**config.mk**
```make
export PLATFORM = sky130hd
export DESIGN_NAME = cdc_resq
export DESIGN_NICKNAME = d
export VERILOG_FILES = /design/src/hw/rtl/cdc_pkg.sv /design/src/hw/rtl/cdc_resq.sv
export SDC_FILE = /design/constraint.sdc
export NUM_CORES = 1
export LEC_CHECK = 0
export BUFFER_PORTS_ARGS = -buffer_cell sky130_fd_sc_hd__buf_2
export CELL_PAD_IN_SITES_DETAIL_PLACEMENT = 0
export CELL_PAD_IN_SITES_GLOBAL_PLACEMENT = 1
export CORE_ASPECT_RATIO = 1.5
export CORE_MARGIN = 4
export CORE_UTILIZATION = 40
export DETAILED_ROUTE_END_ITERATION = 10
export PLACE_DENSITY_LB_ADDON = 0.05
export SLEW_MARGIN = 20
export SYNTH_ARGS = -nofsm -noshare
export SYNTH_HDL_FRONTEND = slang
export SYNTH_SLANG_ARGS = --single-unit
```
**constraint.sdc**
```tcl
create_clock -name clk -period 7.7 [get_ports clk]
set_clock_uncertainty 0.05 [all_clocks]
set_input_delay 1.155 -clock clk [delete_from_list [all_inputs] [get_ports clk]]
set_output_delay 1.155 -clock clk [all_outputs]
set_load 0.02 [all_outputs]
```
**src/hw/rtl/cdc_pkg.sv**
```systemverilog
`default_nettype none
// ----------------------------------------------------------------------------
// cdc_pkg
// Shared sizes, codes and types of the causal dilated convolution block.
// ----------------------------------------------------------------------------
package cdc_pkg;

    localparam int MAX_IN_CH     = 32;
    localparam int MAX_OUT_CH    = 32;
    localparam int MAX_TAPS      = 8;
    localparam int HISTORY_STEPS = 128;

    localparam int IN_W    = $clog2(MAX_IN_CH);
    localparam int OUT_W   = $clog2(MAX_OUT_CH);
    localparam int TAP_W   = $clog2(MAX_TAPS);
    localparam int HIST_W  = $clog2(HISTORY_STEPS);
    localparam int STEPS_W = $clog2(HISTORY_STEPS + 1);
    localparam int WADDR_W = OUT_W + IN_W + TAP_W;
    localparam int HADDR_W = HIST_W + IN_W;

    localparam int RESQ_DEPTH = 8;
    localparam int RESQ_W     = $clog2(RESQ_DEPTH);

    localparam logic [1:0] KIND_SAMPLE = 2'd0;
    localparam logic [1:0] KIND_WEIGHT = 2'd1;
    localparam logic [1:0] KIND_BIAS   = 2'd2;
    localparam logic [1:0] KIND_NONE   = 2'd3;

    localparam logic [1:0] CFG_IN_COUNT  = 2'd0;
    localparam logic [1:0] CFG_OUT_COUNT = 2'd1;
    localparam logic [1:0] CFG_TAPS      = 2'd2;
    localparam logic [1:0] CFG_DILATION  = 2'd3;

    // effective (clamped) configuration
    typedef struct packed {
        logic [5:0] n_in;
        logic [5:0] n_out;
        logic [3:0] n_taps;
        logic [4:0] dil;
    } cfg_t;

    typedef struct packed {
        logic               w_we;
        logic [WADDR_W-1:0] w_addr;
        logic               b_we;
        logic [OUT_W-1:0]   b_addr;
        logic               h_we;
        logic [HADDR_W-1:0] h_addr;
        logic signed [15:0] data;
    } mem_wr_t;

    typedef struct packed {
        logic [HIST_W-1:0]  ptr;
        logic [STEPS_W-1:0] steps;
    } job_t;

    typedef struct packed {
        logic [OUT_W-1:0]   chan;
        logic signed [15:0] value;
        logic               sat;
        logic               last;
    } result_t;

endpackage
`default_nettype wire

```
**src/hw/rtl/cdc_resq.sv**
```systemverilog
`default_nettype none
// ----------------------------------------------------------------------------
// cdc_resq
// Result queue between the accumulator and the output ports.
// ----------------------------------------------------------------------------
module cdc_resq
    import cdc_pkg::*;
(
    input  wire logic    clk,
    input  wire logic    rst_n,
    input  wire logic    wr_en,
    input  wire result_t wr_data,
    input  wire logic    rd_en,
    output logic         empty,
    output result_t      rd_data
);

    result_t           entries [RESQ_DEPTH];
    logic [RESQ_W-1:0] head_reg;
    logic [RESQ_W-1:0] tail_reg;
    logic [RESQ_W:0]   count_reg;

    assign empty   = (count_reg == '0);
    assign rd_data = entries[head_reg];

    always_ff @(posedge clk)
    begin
        if (wr_en) entries[tail_reg] <= wr_data;
    end

    always_ff @(posedge clk or negedge rst_n)
    begin
        if (!rst_n)
        begin
            head_reg  <= '0;
            tail_reg  <= '0;
            count_reg <= '0;
        end
        else
        begin
            if (wr_en) tail_reg <= tail_reg + 1'b1;
            if (rd_en) head_reg <= head_reg + 1'b1;
            count_reg <= count_reg + (RESQ_W+1)'(wr_en) - (RESQ_W+1)'(rd_en);
        end
    end

endmodule
`default_nettype wire
```
==> reports/results.ini <==
[cells_and_area]
utilization_pct = 46.7
layout.nets = 419
layout-drive-gt1-share_pct = 39.3
largest_register_ffs = 184
syn_to_final_growth_pct = 15.0
final_cells = 649
insertedDiodeCount = 0
finish.instance_area_um2 = 8660
fillCellCount = 1594

[global_route]
track_usage_pct = 14.0
grt_pass1_wl_um = 21500
first_global_vias = 3624
grt_start_max_net_pins = 37
number_of_antenna_violations_at_the_first_check_in_global_routing = 1
grt_overflow_total = 0

[critical_path]
end_kind = output port
critical_path_peak_fanout = 36
criticalPathCategory = reg -> out
data_required_time_at_the_worst_endpoint_ps = 6490
worst-endpoint-arrival_ps = 2820
startpoint_type = register

[sta]
final_critical_path_setup_slack_ps = 3670
setup-tns-final_ps = 0
maxSlewViolCount = 0
relSlewSlack_pct = 40.9
period_needed_ps = 4030
grt_setup_unrepaired = false
worst_max_slew_pin_slew_ps = 882
clock.fmax_ghz = 0.248
finalCritPeriodShare_pct = 52.3
setup_viol_count_final = 0
final-hold-violation-count = 0

[power]
total_switching_power_mw = 0.999
netSwitchingFraction_pct = 30.7
power_frac_seq_pct = 44.5
cellInternalPower_mw = 2.26
power_per_cell_area_nw_per_um2 = 376
share_comb_of_total_power_pct = 30.1
static-leakage-power_nw = 2.92
vdd_ir_drop_max_mv = 0.180
power.clock.fraction_pct = 25.4

[placement]
place.port_buffers = 50
globalplace.congestion = 0.670
placed_cells = 617
detailedPlacementHpwl_um = 7890
pre_cts_slack_ps = 4020
post_dp_cell_area_um2 = 8100

[die]
die_x_um = 120
floorplan.rows = 61
top_level_ports = 51
die_height_um = 176
die_area_um2 = 21100
floorplan.initialDensity_pct = 40.6
core_area_um2 = 18500

[cts]
worstSkewPairLatency_ps = 420
tritoncts_clock_tree = built
cts-resized-gates = 0
cts.reportedPaths.clkPinSlew_ps = 70
cts_setup_buffers = 0
clockRootBuffer = clkbuf_16
cts.path.max_buffers = 2
numCtsBuffers = 17
number_of_buffers_inserted_for_hold_repair_after_clock_tree_synthesis = 0
h-tree-depth = 4
cts_sinks = 194

[routing]
vias = 3310
detail_route.wl_per_cell_um = 21.1
detail-route-antenna-nets = 0
drt-met1-wl_um = 5810
detail_route.first_pass.iterations = 4
detailroute.wirelength.met2_um = 7220
detailedRoute.firstIterationViolations = 195
total_detailed_routing_wirelength_um = 13700
met3_routed_wl_um = 484
vias_per_cell = 5.10
topRoutingLayerUsed = met5
drc = 0

[logic_synthesis]
number_of_flip_flops_and_latches_in_the_synthesized_netlist = 194
number_of_distinct_library_cells_after_synthesis = 21
avgSynthCellArea_um2 = 23.7
synth.yosys.seq_area_share_pct = 76.7
yosysWarningCount = 0
synth_fp_nets = 353
syn_inst = 318
syn_area_um2 = 7530

[flow_run]
maxCapViolations = 0

[min_path]
worstHoldPathType = reg -> reg

[run_status]
run_status = complete, no violations

## logic make-up (layout without fill, tap and decap cells)
kind of cell             Yosys count  after routing  share of synthesized area [%]
flip-flops                       194            194                           76.7
multiplexers                      71             71                           18.3
buffers and inverters             21            100                           1.74
AND/OR/NAND/NOR                   16             16                          0.964
adder cells (fa/ha/maj)            8              8                           1.43
XOR/XNOR                           6              6                          0.698
AO/OA/AOI/OAI                      2              2                          0.166
## cells in the final DEF, fill, tap and decap left out
cell type   instances
inv_1               8
edfxtp_1          184
clkinvlp_4          3
dfrtp_1             7
clkinv_2            3
clkinv_4            3
and3_1              1
ha_1                7
buf_2              50
inv_6               2
xnor2_1             3
mux4_2             30
clkbuf_1            2
a21oi_1             1
nor3_4              1
a21o_1              1
mux4_1             16
clkbuf_16          17
dfrtp_2             3
clkbuf_8            1
xor2_1              3
buf_4              10
nand2_1             4
nand2b_1            3
mux2_2             25
fa_1                1
bufinv_16           1
nor3_2              1
nor2_2              6
## synth_stat cells
| cell | instances | area [um^2] |
|---|---|---|
| nand2b_1 | 3 | 18.8 |
| and3_1 | 1 | 6.26 |
| edfxtp_1 | 184 | 5530 |
| nand2_1 | 4 | 15.0 |
| clkbuf_1 | 5 | 18.8 |
| inv_1 | 8 | 30.0 |
| nor3_1 | 2 | 10.0 |
| ha_1 | 7 | 87.6 |
| a21oi_1 | 1 | 5.00 |
| fa_1 | 1 | 20.0 |
| xnor2_1 | 3 | 26.3 |
| buf_6 | 2 | 22.5 |
| buf_2 | 4 | 20.0 |
| mux4_1 | 16 | 420 |
| buf_12 | 2 | 40.0 |
| mux2_2 | 25 | 282 |
| a21o_1 | 1 | 7.51 |
| xor2_1 | 3 | 26.3 |
| nor2_1 | 6 | 22.5 |
| mux4_2 | 30 | 676 |
| dfrtp_1 | 10 | 250 |
## per-layer routing
metal  GRT usage, %  vias up
met5              0        -
met1           17.4     1776
li1               -     1463
met3           3.43       15
met2           24.0       54
met4           4.87        2
## path summary, 6_finish.rpt
path	start	endpoint	slack, ps	cells after the start
max in group asynchronous	rst_n	head_reg[0]	6840	1
hold reg to reg	tail_reg[1]	tail_reg[1]	510	1
setup reg to reg	tail_reg[1]	entries[0][15]	5530	3
min in group asynchronous	rst_n	tail_reg[2]	540	1
hold / removal	tail_reg[1]	tail_reg[1]	510	1
setup / recovery	head_reg[0]	rd_data[1]	3670	4
## worst max-delay path, stage by stage, from the launching register on
cell and delay [ps]:
dfrtp_2 640, buf_4 650, mux4_1 630, mux2_2 280
buf_2 160
## power by group through the flow
stage	sequential [mW]	combinational, mW	clock [mW]
global route	1.47	1.08	0.896
CTS	1.46	1.01	0.854
detailed placement	1.48	1.01	0
finish	1.45	0.980	0.828
global placement	1.47	1.01	0
floorplan	1.39	0.798	0
## per-stage QoR
stage / power [mW] / hold WS, ps
after floorplan: 2.19 / 467
after global placement: 2.48 / 494
after detailed placement: 2.49 / 497
after CTS: 3.33 / 513
after global routing: 3.45 / 531
final: 3.26 / 508
## cell type report
type | instances | area, um^2 | area share [%]
clock buffer | 20 | 447 | 5.16
multi-input combinational | 103 | 1650 | 19.1
timing repair buffer | 60 | 325 | 3.76
clock inverter | 12 | 111 | 1.29
tap | 252 | 315 | 3.64
inverter | 8 | 30.0 | 0.347
sequential | 194 | 5780 | 66.7
(Power assumes the default switching activity.)
