$ cat src/hw/rtl/cdc_pkg.sv
`default_nettype none
// ----------------------------------------------------------------------------
// cdc_pkg
// Shared sizes, codes and types of the causal dilated convolution block.
// ----------------------------------------------------------------------------
package cdc_pkg;

    localparam int MAX_IN_CH     = 32;
    localparam int MAX_OUT_CH    = 32;
    localparam int MAX_TAPS      = 8;
    localparam int HISTORY_STEPS = 128;

    localparam int IN_W    = $clog2(MAX_IN_CH);
    localparam int OUT_W   = $clog2(MAX_OUT_CH);
    localparam int TAP_W   = $clog2(MAX_TAPS);
    localparam int HIST_W  = $clog2(HISTORY_STEPS);
    localparam int STEPS_W = $clog2(HISTORY_STEPS + 1);
    localparam int WADDR_W = OUT_W + IN_W + TAP_W;
    localparam int HADDR_W = HIST_W + IN_W;

    localparam int RESQ_DEPTH = 8;
    localparam int RESQ_W     = $clog2(RESQ_DEPTH);

    localparam logic [1:0] KIND_SAMPLE = 2'd0;
    localparam logic [1:0] KIND_WEIGHT = 2'd1;
    localparam logic [1:0] KIND_BIAS   = 2'd2;
    localparam logic [1:0] KIND_NONE   = 2'd3;

    localparam logic [1:0] CFG_IN_COUNT  = 2'd0;
    localparam logic [1:0] CFG_OUT_COUNT = 2'd1;
    localparam logic [1:0] CFG_TAPS      = 2'd2;
    localparam logic [1:0] CFG_DILATION  = 2'd3;

    // effective (clamped) configuration
    typedef struct packed {
        logic [5:0] n_in;
        logic [5:0] n_out;
        logic [3:0] n_taps;
        logic [4:0] dil;
    } cfg_t;

    typedef struct packed {
        logic               w_we;
        logic [WADDR_W-1:0] w_addr;
        logic               b_we;
        logic [OUT_W-1:0]   b_addr;
        logic               h_we;
        logic [HADDR_W-1:0] h_addr;
        logic signed [15:0] data;
    } mem_wr_t;

    typedef struct packed {
        logic [HIST_W-1:0]  ptr;
        logic [STEPS_W-1:0] steps;
    } job_t;

    typedef struct packed {
        logic [OUT_W-1:0]   chan;
        logic signed [15:0] value;
        logic               sat;
        logic               last;
    } result_t;

endpackage
`default_nettype wire

$ cat src/hw/rtl/cdc_front.sv
`default_nettype none
// ----------------------------------------------------------------------------
// cdc_front
// Accepts and classifies input items, holds configuration and step state,
// issues store writes and posts one job per completed time step.
// ----------------------------------------------------------------------------
module cdc_front
    import cdc_pkg::*;
(
    input  wire logic               clk,
    input  wire logic               rst_n,
    input  wire logic               push,
    output logic                    full,
    input  wire logic [1:0]         kind,
    input  wire logic               start_of_sequence,
    input  wire logic [4:0]         out_index,
    input  wire logic [4:0]         in_index,
    input  wire logic [2:0]         tap_index,
    input  wire logic signed [15:0] value,
    input  wire logic               cfg_we,
    input  wire logic [1:0]         cfg_index,
    input  wire logic [5:0]         cfg_data,
    input  wire logic               back_busy,
    input  wire logic               job_take,
    output cfg_t                    cfg,
    output mem_wr_t                 wr,
    output logic                    job_valid,
    output job_t                    job
);

    logic [5:0]         in_ch_reg;
    logic [5:0]         out_ch_reg;
    logic [3:0]         taps_reg;
    logic [4:0]         dil_reg;
    logic [HIST_W-1:0]  ptr_reg;
    logic [STEPS_W-1:0] steps_reg;
    logic [IN_W-1:0]    chan_reg;
    logic               job_valid_reg;
    job_t               job_reg;

    logic               accept;
    logic               is_load;
    logic               is_sample;
    logic [IN_W-1:0]    chan_eff;
    logic [STEPS_W-1:0] steps_eff;
    logic               completes;

    always_comb
    begin
        cfg.n_in   = (in_ch_reg == 6'd0) ? 6'd1 :
                     (in_ch_reg > 6'(MAX_IN_CH)) ? 6'(MAX_IN_CH) : in_ch_reg;
        cfg.n_out  = (out_ch_reg == 6'd0) ? 6'd1 :
                     (out_ch_reg > 6'(MAX_OUT_CH)) ? 6'(MAX_OUT_CH) : out_ch_reg;
        cfg.n_taps = (taps_reg == 4'd0) ? 4'd1 :
                     (taps_reg > 4'(MAX_TAPS)) ? 4'(MAX_TAPS) : taps_reg;
        cfg.dil    = (dil_reg == 5'd0) ? 5'd1 : dil_reg;
    end

    // All items wait for the job slot; loads also wait until the back end has read all it needs.
    assign is_load   = (kind == KIND_WEIGHT) || (kind == KIND_BIAS);
    assign is_sample = (kind == KIND_SAMPLE);
    assign full      = job_valid_reg || (back_busy && is_load);
    assign accept    = push && !full;

    assign chan_eff  = start_of_sequence ? '0 : chan_reg;
    assign steps_eff = start_of_sequence ? '0 : steps_reg;
    assign completes = ({1'b0, chan_eff} + 6'd1) >= cfg.n_in;

    always_comb
    begin
        wr.w_we   = accept && (kind == KIND_WEIGHT);
        wr.w_addr = {out_index, in_index, tap_index};
        wr.b_we   = accept && (kind == KIND_BIAS);
        wr.b_addr = out_index;
        wr.h_we   = accept && is_sample;
        wr.h_addr = {ptr_reg, chan_eff};
        wr.data   = value;
    end

    assign job_valid = job_valid_reg;
    assign job       = job_reg;

    always_ff @(posedge clk or negedge rst_n)
    begin
        if (!rst_n)
        begin
            in_ch_reg     <= 6'd1;
            out_ch_reg    <= 6'd1;
            taps_reg      <= 4'd1;
            dil_reg       <= 5'd1;
            ptr_reg       <= '0;
            steps_reg     <= '0;
            chan_reg      <= '0;
            job_valid_reg <= 1'b0;
            job_reg       <= '0;
        end
        else
        begin
            if (cfg_we)
            begin
                case (cfg_index)
                    CFG_IN_COUNT:  in_ch_reg  <= cfg_data;
                    CFG_OUT_COUNT: out_ch_reg <= cfg_data;
                    CFG_TAPS:      taps_reg   <= cfg_data[3:0];
                    CFG_DILATION:  dil_reg    <= cfg_data[4:0];
                    default:       ;
                endcase
            end
            if (job_take)
            begin
                job_valid_reg <= 1'b0;
            end
            if (accept && is_sample)
            begin
                if (completes)
                begin
                    job_valid_reg <= 1'b1;
                    job_reg.ptr   <= ptr_reg;
                    job_reg.steps <= steps_eff;
                    ptr_reg       <= ptr_reg + 1'b1;
                    steps_reg     <= (steps_eff < STEPS_W'(HISTORY_STEPS)) ?
                                     steps_eff + 1'b1 : steps_eff;
                    chan_reg      <= '0;
                end
                else
                begin
                    chan_reg  <= chan_eff + 1'b1;
                    steps_reg <= steps_eff;
                end
            end
        end
    end

endmodule
`default_nettype wire

$ cat config.mk
export PLATFORM = sky130hd
export DESIGN_NAME = cdc_front
export DESIGN_NICKNAME = d
export VERILOG_FILES = /design/src/hw/rtl/cdc_pkg.sv /design/src/hw/rtl/cdc_front.sv
export SDC_FILE = /design/constraint.sdc
export NUM_CORES = 1
export LEC_CHECK = 0
export BUFFER_PORTS_ARGS = -buffer_cell sky130_fd_sc_hd__clkbuf_2
export CAP_MARGIN = 20
export CELL_PAD_IN_SITES_DETAIL_PLACEMENT = 0
export CELL_PAD_IN_SITES_GLOBAL_PLACEMENT = 1
export CORE_ASPECT_RATIO = 1.5
export CORE_MARGIN = 2
export CORE_UTILIZATION = 30
export CTS_BUF_LIST = sky130_fd_sc_hd__clkbuf_16
export DETAILED_ROUTE_END_ITERATION = 8
export GPL_TIMING_DRIVEN = 0
export PLACE_DENSITY = 0.75
export SLEW_MARGIN = 30
export SYNTH_ARGS = -nofsm -noshare
export SYNTH_HDL_FRONTEND = slang
export SYNTH_SLANG_ARGS = --single-unit
$ cat constraint.sdc
create_clock -name clk -period 3.2 [get_ports clk]
set_input_delay 0.32 -clock clk [delete_from_list [all_inputs] [get_ports clk]]
set_output_delay 0.32 -clock clk [all_outputs]
set_load 0.02 [all_outputs]
==> results of run 1 <==
routing by layer:
metal  GRT usage  share of wire  vias to the layer above  wire length [microns]
li1            -              -                     1227                      -
met3     0.03312          0.067                       10                    493
met2      0.2357           0.50                      111                   3697
met1      0.1506           0.41                     1165                   3005
met4     0.06516          0.020                        0                    150
met5           0              0                        -                      0
Yosys cell counts (2+ instances only):
cell type	count	area share
mux2_4	5	0.024
and3_1	4	0.0080
buf_2	2	0.0032
o21ai_0	6	0.0096
a21oi_1	3	0.0048
clkbuf_1	9	0.011
dfstp_2	4	0.033
nand2b_1	6	0.012
and2_4	2	0.0056
xor2_1	4	0.011
buf_4	34	0.081
mux2_2	20	0.072
dfrtp_1	53	0.42
o31ai_1	3	0.0072
nor2_1	13	0.016
inv_1	11	0.013
nor3_1	2	0.0032
nand2_1	37	0.044
o41ai_1	2	0.0056
o21ai_1	7	0.011
nor2b_1	14	0.028
a21oi_2	2	0.0056
buf_6	2	0.0072
ha_1	12	0.048
nand3b_1	3	0.0072
nand3_1	8	0.013
xnor2_1	5	0.014
mux2_1	3	0.011
nor4_1	3	0.0060
nand4_1	5	0.010
report_power, final:
part           internal, uW  leakage [uW]  switching [uW]
combinational           272       0.00126             364
clock                   672      0.000150             330
sequential              828      0.000735            84.6
final timing paths:
kind                                         startpoint                       to  slack, ns  depth (start not counted)
worst min-delay path                           job_take      job_valid$_DFF_PN0_       0.17                          2
min in group asynchronous                         rst_n      job_valid$_DFF_PN0_       0.46                          2
worst min register to register      job[14]$_DFFE_PN0P_      job[14]$_DFFE_PN0P_       0.48                          2
worst max register to register  chan_reg[0]$_DFFE_PN0P_      job[13]$_DFFE_PN0P_       0.46                         10
worst max-delay path                  start_of_sequence      job[13]$_DFFE_PN0P_       0.26                         13
max in group asynchronous                         rst_n  taps_reg[0]$_DFFE_PN1P_       2.17                          3
cells by family after synthesis:
family | after synthesis | synth area share
AOI/OAI and AO/OA | 30 | 0.06571
xor gates and xnor gates | 9 | 0.02509
adders and majority gates | 12 | 0.04779
buffers and inverters | 61 | 0.1231
DFF | 57 | 0.4556
muxes | 29 | 0.1095
and+or+nand+nor | 104 | 0.1732
critical path, cell delays in order:
cell,delay (ns)
clkbuf_2,0.17
buf_2,0.24
clkbuf_1,0.41
nor2b_1,0.15
ha_1,0.25
nand3_1,0.11
xnor2_1,0.11
ha_1,0.32
nand4_1,0.10
o221ai_2,0.28
nand2_2,0.19
buf_6,0.20
mux2_4,0.30
final cells by class:
cell class,count,share of cell area
Sequential cell,57,0.3452
Multi-Input combinational cell,184,0.3193
Timing Repair Buffer,105,0.1322
Buffer,48,0.08117
Clock buffer,9,0.05431
Tap cell,117,0.03530
Clock inverter,7,0.02052
Inverter,13,0.01207
per-stage QoR:
stage,std cells,setup WS [ns],utilization
2_1_floorplan,302,0.3306,-
3_3_place_gp,522,-0.05887,0.3753
3_5_place_dp,523,-0.1141,0.3775
4_1_cts,540,0.2347,0.4091
5_1_grt,540,0.05375,0.4091
6_report,540,0.2552,0.4091
what timing repair did:
action / 4_1_cts / 5_1_grt
hold endpoints to repair: 20 / 0
setup buffers: 0 / 0
hold buffers: 1 / 0
==> metrics.csv, run 1 <==
stage,metric,value,unit
synthesis,yosysSeqAreaShare,0.4556,
sta,max_freq,0.3396,GHz
placement,hpwl,5651,microns
floorplanning,core_area,10130,sq um
final_layout,multiInputGateArea,1324,sq um
synthesis,synth_area,3142,sq um
floorplanning,core.rowCount,45,
synthesis,avgSynthCellArea,10.40,sq um
floorplanning,fp.dieH,129.3,microns
sta,hold_viol_final,0,
global_route,grt_pass1_vias,2373,
worst_setup_path,worstSetupEndpointType,flop,
global_route,grt-ovfl-total,0,
drt,drcViolationCount,0,
sta,slew_viol_final,0,
drt,vias,2513,
final_layout,seq_area,1431,sq um
clock_tree,clk_pin_slew,0.05,ns
worst_setup_path,cp_max_fo,10,
sta,relSlewSlack,0.6759,
run_status,status,finished clean,
sta,rsz0062_at_grt,no,
synthesis,async_flop_share,1.000,
global_route,grt_max_degree,36,
final_layout,fillerInstances,1023,
sta,post-route-period-util,0.9202,
clock_tree,cts-buffers-inserted,9,
final_layout,antennaDiodeCount,0,
flow_run,drv_cap,0,
drt,routed_wl,7346,microns
drt,vias_per_cell,4.654,
drt,final_antenna_net_count,0,
sta,finalSetupViolCount,0,
floorplanning,die_w,87.56,microns
power_and_ir_drop,fin_total_pwr,2550,uW
synthesis,yosysUniqueCellTypes,48,
clock_tree,postCtsResizedCells,0,
final_layout,final_nets,476,
final_layout,largest_reg_flops,15,
min_path,min_path_type,in -> reg,
drt,dr.pass1.iters,4,
placement,gp_routability_congestion,0.8014,
final_layout,drive_gt1_frac,0.4681,
power_and_ir_drop,vdd_ir_drop_max,0.2807,mV
global_route,track_usage,0.1347,
sta,fin_skew,0.009384,ns
final_layout,final_cell_mix,"clkbuf_2 (102), dfrtp_1 (53), nand2_1 (37)",
worst_setup_path,crit_path_start_kind,input port,
drt,wl_per_cell,13.60,microns
synthesis,synth_edf_count,0,
floorplanning,io_pins,133,
worst_setup_path,crit_type,in -> reg,
sta,finalCriticalPeriod,2.945,ns
clock_tree,clkLatencyLatePin,0.33,ns
floorplanning,initial_utilization,0.3100,
power_and_ir_drop,power_per_cell_area,615.1,nW/um^2
placement,port-buffer-count,103,
synthesis,ys_ff_latch,57,
clock_tree,clock-sinks,57,
final_layout,finalInstanceArea,4146,sq um
sta,hold_ws,0.1679,ns
clock_tree,clockBufferDepth,2,
global_route,antenna_found_initial,0,
synthesis,yosys_warnings,0,
clock_tree,cts_tree,yes,
synthesis,syn_nets,360,
global_route,grt_pass1_wl,11550,microns
final_layout,layout_commonest_cell,clkbuf_2,
worst_setup_path,required,3.41,ns
floorplanning,die_area,11320,sq um
drt,drt_iter0_drc,67,
clock_tree,cts_max_level,3,
final_layout,area_growth,31.98,%
sta,worst_pin_slew,0.4840,ns
clock_tree,root_buffer,clkbuf_16,
synthesis,ys.flop_type,dfrtp_1,
sta,fin_setup_tns,0,ns
power_and_ir_drop,p_leak,0.002148,uW
synthesis,syn_inst,302,
placement,dpl_cell_area,3826,sq um
worst_setup_path,critPathArrivalTime,3.16,ns
No activity file was read; power rests on OpenSTA's default activity.
==> run 2: changes to the inputs <==
==> constraint.sdc (replaced) <==
create_clock -name clk -period 3.2 [get_ports clk]
set_input_delay 0.32 -clock clk [delete_from_list [all_inputs] [get_ports clk]]
set_output_delay 0.32 -clock clk [all_outputs]
set_load 0.1 [all_outputs]
==> metrics.csv, run 2 (same netlist as run 1, synthesis figures left out) <==
stage,metric,value,unit
placement,hpwl,5719,microns
sta,finalCriticalPeriod,2.857,ns
worst_setup_path,timing.rr.end,job[6]$_DFFE_PN0P_,
clock_tree,cts_tree,yes,
worst_setup_path,cp_max_fo,10,
worst_setup_path,crit_type,in -> reg,
worst_setup_path,critPathArrivalTime,3.07,ns
drt,wl_per_cell,13.71,microns
min_path,min_path_type,in -> reg,
floorplanning,die_area,11320,sq um
floorplanning,die_w,87.56,microns
final_layout,antennaDiodeCount,0,
floorplanning,io_pins,133,
drt,vias,2541,
sta,fin_setup_tns,0,ns
sta,post-route-period-util,0.8927,
clock_tree,cts-buffers-inserted,9,
final_layout,final_nets,476,
final_layout,final_cell_mix,"clkbuf_2 (102), dfrtp_1 (53), nand2_1 (37)",
final_layout,layout_commonest_cell,clkbuf_2,
power_and_ir_drop,fin_total_pwr,3175,uW
power_and_ir_drop,power_per_cell_area,764.3,nW/um^2
floorplanning,core_area,10130,sq um
drt,routed_wl,7405,microns
clock_tree,clkLatencyLatePin,0.33,ns
global_route,grt_pass1_vias,2494,
global_route,grt-ovfl-total,0,
clock_tree,clock-sinks,57,
worst_setup_path,crit_chain,"clkbuf_2, buf_2, clkbuf_1, nor2b_4, ha_1, nand3_1, xnor2_1, ha_1, nand4_1, o221ai_2, and2_4, buf_8, mux2_4",
sta,rsz0062_at_grt,no,
global_route,grt_max_degree,43,
min_path,hold_start,job_take,
drt,vias_per_cell,4.706,
worst_setup_path,slowest_delay,0.43,ns
sta,slew_viol_final,0,
worst_setup_path,crit_top_cell,ha_1,
worst_setup_path,timing.rr.start,chan_reg[0]$_DFFE_PN0P_,
global_route,track_usage,0.1348,
worst_setup_path,crit_path_start_kind,input port,
final_layout,finalInstanceArea,4154,sq um
worst_setup_path,cp.depth,13,
sta,hold_viol_final,0,
final_layout,utilization,0.4099,
floorplanning,core.rowCount,45,
worst_setup_path,cp_top_family,buffers and inverters,
placement,gp_routability_congestion,0.7829,
sta,relSlewSlack,0.6331,
final_layout,drive_gt1_frac,0.4799,
clock_tree,postCtsResizedCells,0,
drt,final_antenna_net_count,0,
sta,fin_skew,0.005222,ns
sta,finalSetupViolCount,0,
power_and_ir_drop,vdd_ir_drop_max,0.3556,mV
run_status,status,finished clean,
drt,drcViolationCount,0,
worst_setup_path,ff2ff_setup_slack,0.69,ns
placement,dpl_cell_area,3856,sq um
clock_tree,cts_max_level,3,
final_layout,area_growth,32.22,%
worst_setup_path,worst_path_max_delay_cell,clkbuf_1,
drt,drt_iter0_drc,87,
drt,dr.pass1.iters,4,
clock_tree,root_buffer,clkbuf_16,
sta,worst_pin_slew,0.5527,ns
clock_tree,clk_pin_slew,0.05,ns
worst_setup_path,worstSetupEndpointType,flop,
worst_setup_path,crit_path_end,job[6]$_DFFE_PN0P_,
worst_setup_path,required,3.41,ns
worst_setup_path,r2r_cells,10,
worst_setup_path,crit_buf_inv,4,
clock_tree,post-cts-setup-buffers,0,
floorplanning,initial_utilization,0.3100,
flow_run,drv_cap,0,
global_route,antenna_found_initial,0,
global_route,grt_pass1_wl,11620,microns
clock_tree,clockBufferDepth,2,
floorplanning,fp.dieH,129.3,microns
final_layout,largest_reg_flops,15,
placement,port-buffer-count,103,
power_and_ir_drop,p_leak,0.002149,uW
worst_setup_path,crit_start,start_of_sequence,
sta,max_freq,0.3501,GHz
run 2: cell types whose count changed in the layout (fill, tap and decap cells not counted):
cell,delta
nor2b_1,-4
nor2_1,-1
inv_1,+1
o41ai_2,+1
o41ai_1,-1
nor2_2,+1
clkinv_4,+1
nor2b_4,+2
clkinv_2,-1
nor2b_2,+2
bufinv_16,-1
run 2: timing repair:
item | CTS | global route
endpoints found under the hold margin | 15 | 0
hold buffers | 1 | 0
endpoints found under the setup margin | 0 | 0
run 2: power breakdown:
group          total (uW)  switching [uW]  internal [uW]
registers             916            88.2            828
clock network         927             334            593
logic                1330            1050            279
run 2: worst min-delay path by stage:
stage / end / cells past startpoint / slack, ns
2_1_floorplan: chan_reg[0]$_DFFE_PN0P_ / 0 / 0.02
3_3_place_gp: job[10]$_DFFE_PN0P_ / 2 / 0.46
3_5_place_dp: job_valid$_DFF_PN0_ / 1 / 0.24
4_1_cts: job_valid$_DFF_PN0_ / 2 / 0.15
5_1_grt: job_valid$_DFF_PN0_ / 2 / 0.19
6_report: job_valid$_DFF_PN0_ / 2 / 0.16
run 2: area by class of cell:
class | count | area (sq um)
Fill cell | 1015 | 5981
Sequential cell | 57 | 1431
Timing Repair Buffer | 105 | 548.0
Multi-Input combinational cell | 184 | 1354
Clock buffer | 9 | 225.2
Clock inverter | 7 | 62.56
Buffer | 48 | 336.6
Tap cell | 117 | 146.4
Inverter | 13 | 50.05
run 2: per-stage QoR:
stage / setup WS (ns) / std cells / hold slack [ns]
2_1_floorplan: 0.009990 / 302 / 0.02441
3_3_place_gp: -0.04531 / 522 / 0.4643
3_5_place_dp: -0.06948 / 523 / 0.2350
4_1_cts: 0.2789 / 540 / 0.1523
5_1_grt: 0.1334 / 540 / 0.1905
6_report: 0.3433 / 540 / 0.1634
run 2: metal layers:
metal,track usage,vias to the layer above,wire (microns)
li1,-,1225,-
met1,0.1419,1184,2892
met2,0.2393,118,3805
met3,0.04395,14,556
met4,0.06244,0,150
met5,0,-,0
==> run 3: changes to the inputs <==
PLACE_DENSITY = 0.7   (was 0.75)
==> metrics.csv, run 3 (same netlist as run 1, synthesis figures left out) <==
stage,metric,value,unit
placement,gp_routability_congestion,0.7758,
clock_tree,cts-buffers-inserted,9,
global_route,track_usage,0.1379,
clock_tree,cts_tree,yes,
worst_setup_path,crit_buf_inv,4,
drt,dr.pass1.iters,4,
min_path,min_path_type,in -> reg,
drt,drt_iter0_drc,36,
sta,finalCriticalPeriod,2.924,ns
sta,worst_pin_slew,0.5679,ns
sta,hold_ws,0.1640,ns
power_and_ir_drop,fin_total_pwr,3071,uW
global_route,grt_max_degree,33,
clock_tree,post-cts-setup-buffers,0,
global_route,grt-ovfl-total,0,
sta,slew_viol_final,0,
power_and_ir_drop,p_leak,0.002140,uW
clock_tree,clock-sinks,57,
floorplanning,io_pins,133,
floorplanning,core.rowCount,45,
drt,wl_per_cell,13.71,microns
floorplanning,die_w,87.56,microns
drt,drcViolationCount,0,
sta,fin_skew,0.007511,ns
final_layout,final_nets,476,
clock_tree,clockBufferDepth,2,
floorplanning,fp.dieH,129.3,microns
floorplanning,die_area,11320,sq um
clock_tree,clk_pin_slew,0.05,ns
sta,rsz0062_at_grt,no,
run_status,status,finished clean,
placement,port-buffer-count,103,
final_layout,antennaDiodeCount,0,
final_layout,drive_gt1_frac,0.4775,
final_layout,largest_reg_flops,15,
worst_setup_path,critPathArrivalTime,3.14,ns
floorplanning,initial_utilization,0.3100,
global_route,antenna_found_initial,0,
placement,hpwl,5732,microns
final_layout,area_growth,31.26,%
drt,routed_wl,7402,microns
worst_setup_path,crit_type,in -> reg,
flow_run,drv_cap,0,
floorplanning,core_area,10130,sq um
global_route,grt_pass1_wl,11890,microns
power_and_ir_drop,power_per_cell_area,744.6,nW/um^2
sta,finalSetupViolCount,0,
power_and_ir_drop,vdd_ir_drop_max,0.3964,mV
clock_tree,root_buffer,clkbuf_16,
worst_setup_path,crit_top_cell,ha_1,
global_route,grt_pass1_vias,2423,
worst_setup_path,required,3.41,ns
drt,final_antenna_net_count,0,
sta,hold_viol_final,0,
sta,max_freq,0.3420,GHz
final_layout,final_cell_mix,"clkbuf_2 (102), dfrtp_1 (53), nand2_1 (37)",
worst_setup_path,slowest_delay,0.45,ns
drt,vias,2518,
worst_setup_path,cp_max_fo,10,
drt,vias_per_cell,4.663,
clock_tree,postCtsResizedCells,0,
worst_setup_path,worst_path_max_delay_cell,clkbuf_1,
final_layout,layout_commonest_cell,clkbuf_2,
clock_tree,cts_hold_buf,1,
clock_tree,clkLatencyLatePin,0.33,ns
sta,post-route-period-util,0.9137,
worst_setup_path,crit_path_start_kind,input port,
worst_setup_path,worstSetupEndpointType,flop,
worst_setup_path,cp_top_family,buffers and inverters,
worst_setup_path,crit_chain,"clkbuf_2, buf_2, clkbuf_1, nor2b_4, ha_1, nand3_1, xnor2_1, ha_1, nand4_1, o221ai_2, nand2_2, buf_6, mux2_4",
clock_tree,cts_max_level,3,
sta,relSlewSlack,0.6230,
-- run 3: cell types whose count changed in the layout (fill, tap and decap cells not counted) --
cell | before | now
bufinv_16 | 1 | 0
clkinv_2 | 2 | 3
inv_1 | 12 | 13
clkinv_4 | 1 | 0
-- run 3: per-layer routing --
metal | vias to the layer above | track usage | part of all wire
li1 | 1217 | - | -
met1 | 1180 | 0.1518 | 0.39
met2 | 106 | 0.2424 | 0.52
met3 | 15 | 0.03758 | 0.063
met4 | 0 | 0.06425 | 0.022
met5 | - | 0 | 0
-- run 3: per-stage QoR --
step,setup TNS [ns],area (sq um),setup WS (ns),util,std cells
after detailed placement,-0.8591,3856,-0.1153,0.3805,523
after floorplan,0,3172,0.009990,-,302
after global routing,0,4124,0.06550,0.4069,540
final,0,4124,0.2761,0.4069,540
after CTS,0,4124,0.2195,0.4069,540
after global placement,-0.2573,3834,-0.07377,0.3783,522
-- run 3: power breakdown --
part / internal [uW] / switching, uW
combinational: 278 / 1050
clock: 507 / 317
sequential: 829 / 87.7
total: 1610 / 1460
-- run 3: worst paths after layout --
path	startpoint	endpoint	slack, ns	cells after the start
max in group asynchronous	rst_n	taps_reg[0]$_DFFE_PN1P_	2.15	3
worst min-delay path	job_take	job_valid$_DFF_PN0_	0.16	2
worst min register to register	chan_reg[4]$_DFFE_PN0P_	chan_reg[4]$_DFFE_PN0P_	0.48	2
min in group asynchronous	rst_n	steps_reg[3]$_DFFE_PN0P_	0.48	2
worst max-delay path	start_of_sequence	job[13]$_DFFE_PN0P_	0.28	13
worst max register to register	chan_reg[0]$_DFFE_PN0P_	job[13]$_DFFE_PN0P_	0.65	10
-- run 3: cell type report --
class / count / area [sq um]
fillers: 1030 / 6011
flip-flops and latches: 57 / 1431
multi-input cells: 184 / 1354
repair buffers: 105 / 548.0
plain buffers: 48 / 336.6
clock buffers: 9 / 225.2
well taps: 117 / 146.4
inverters: 13 / 50.05
clock inverters: 7 / 32.53
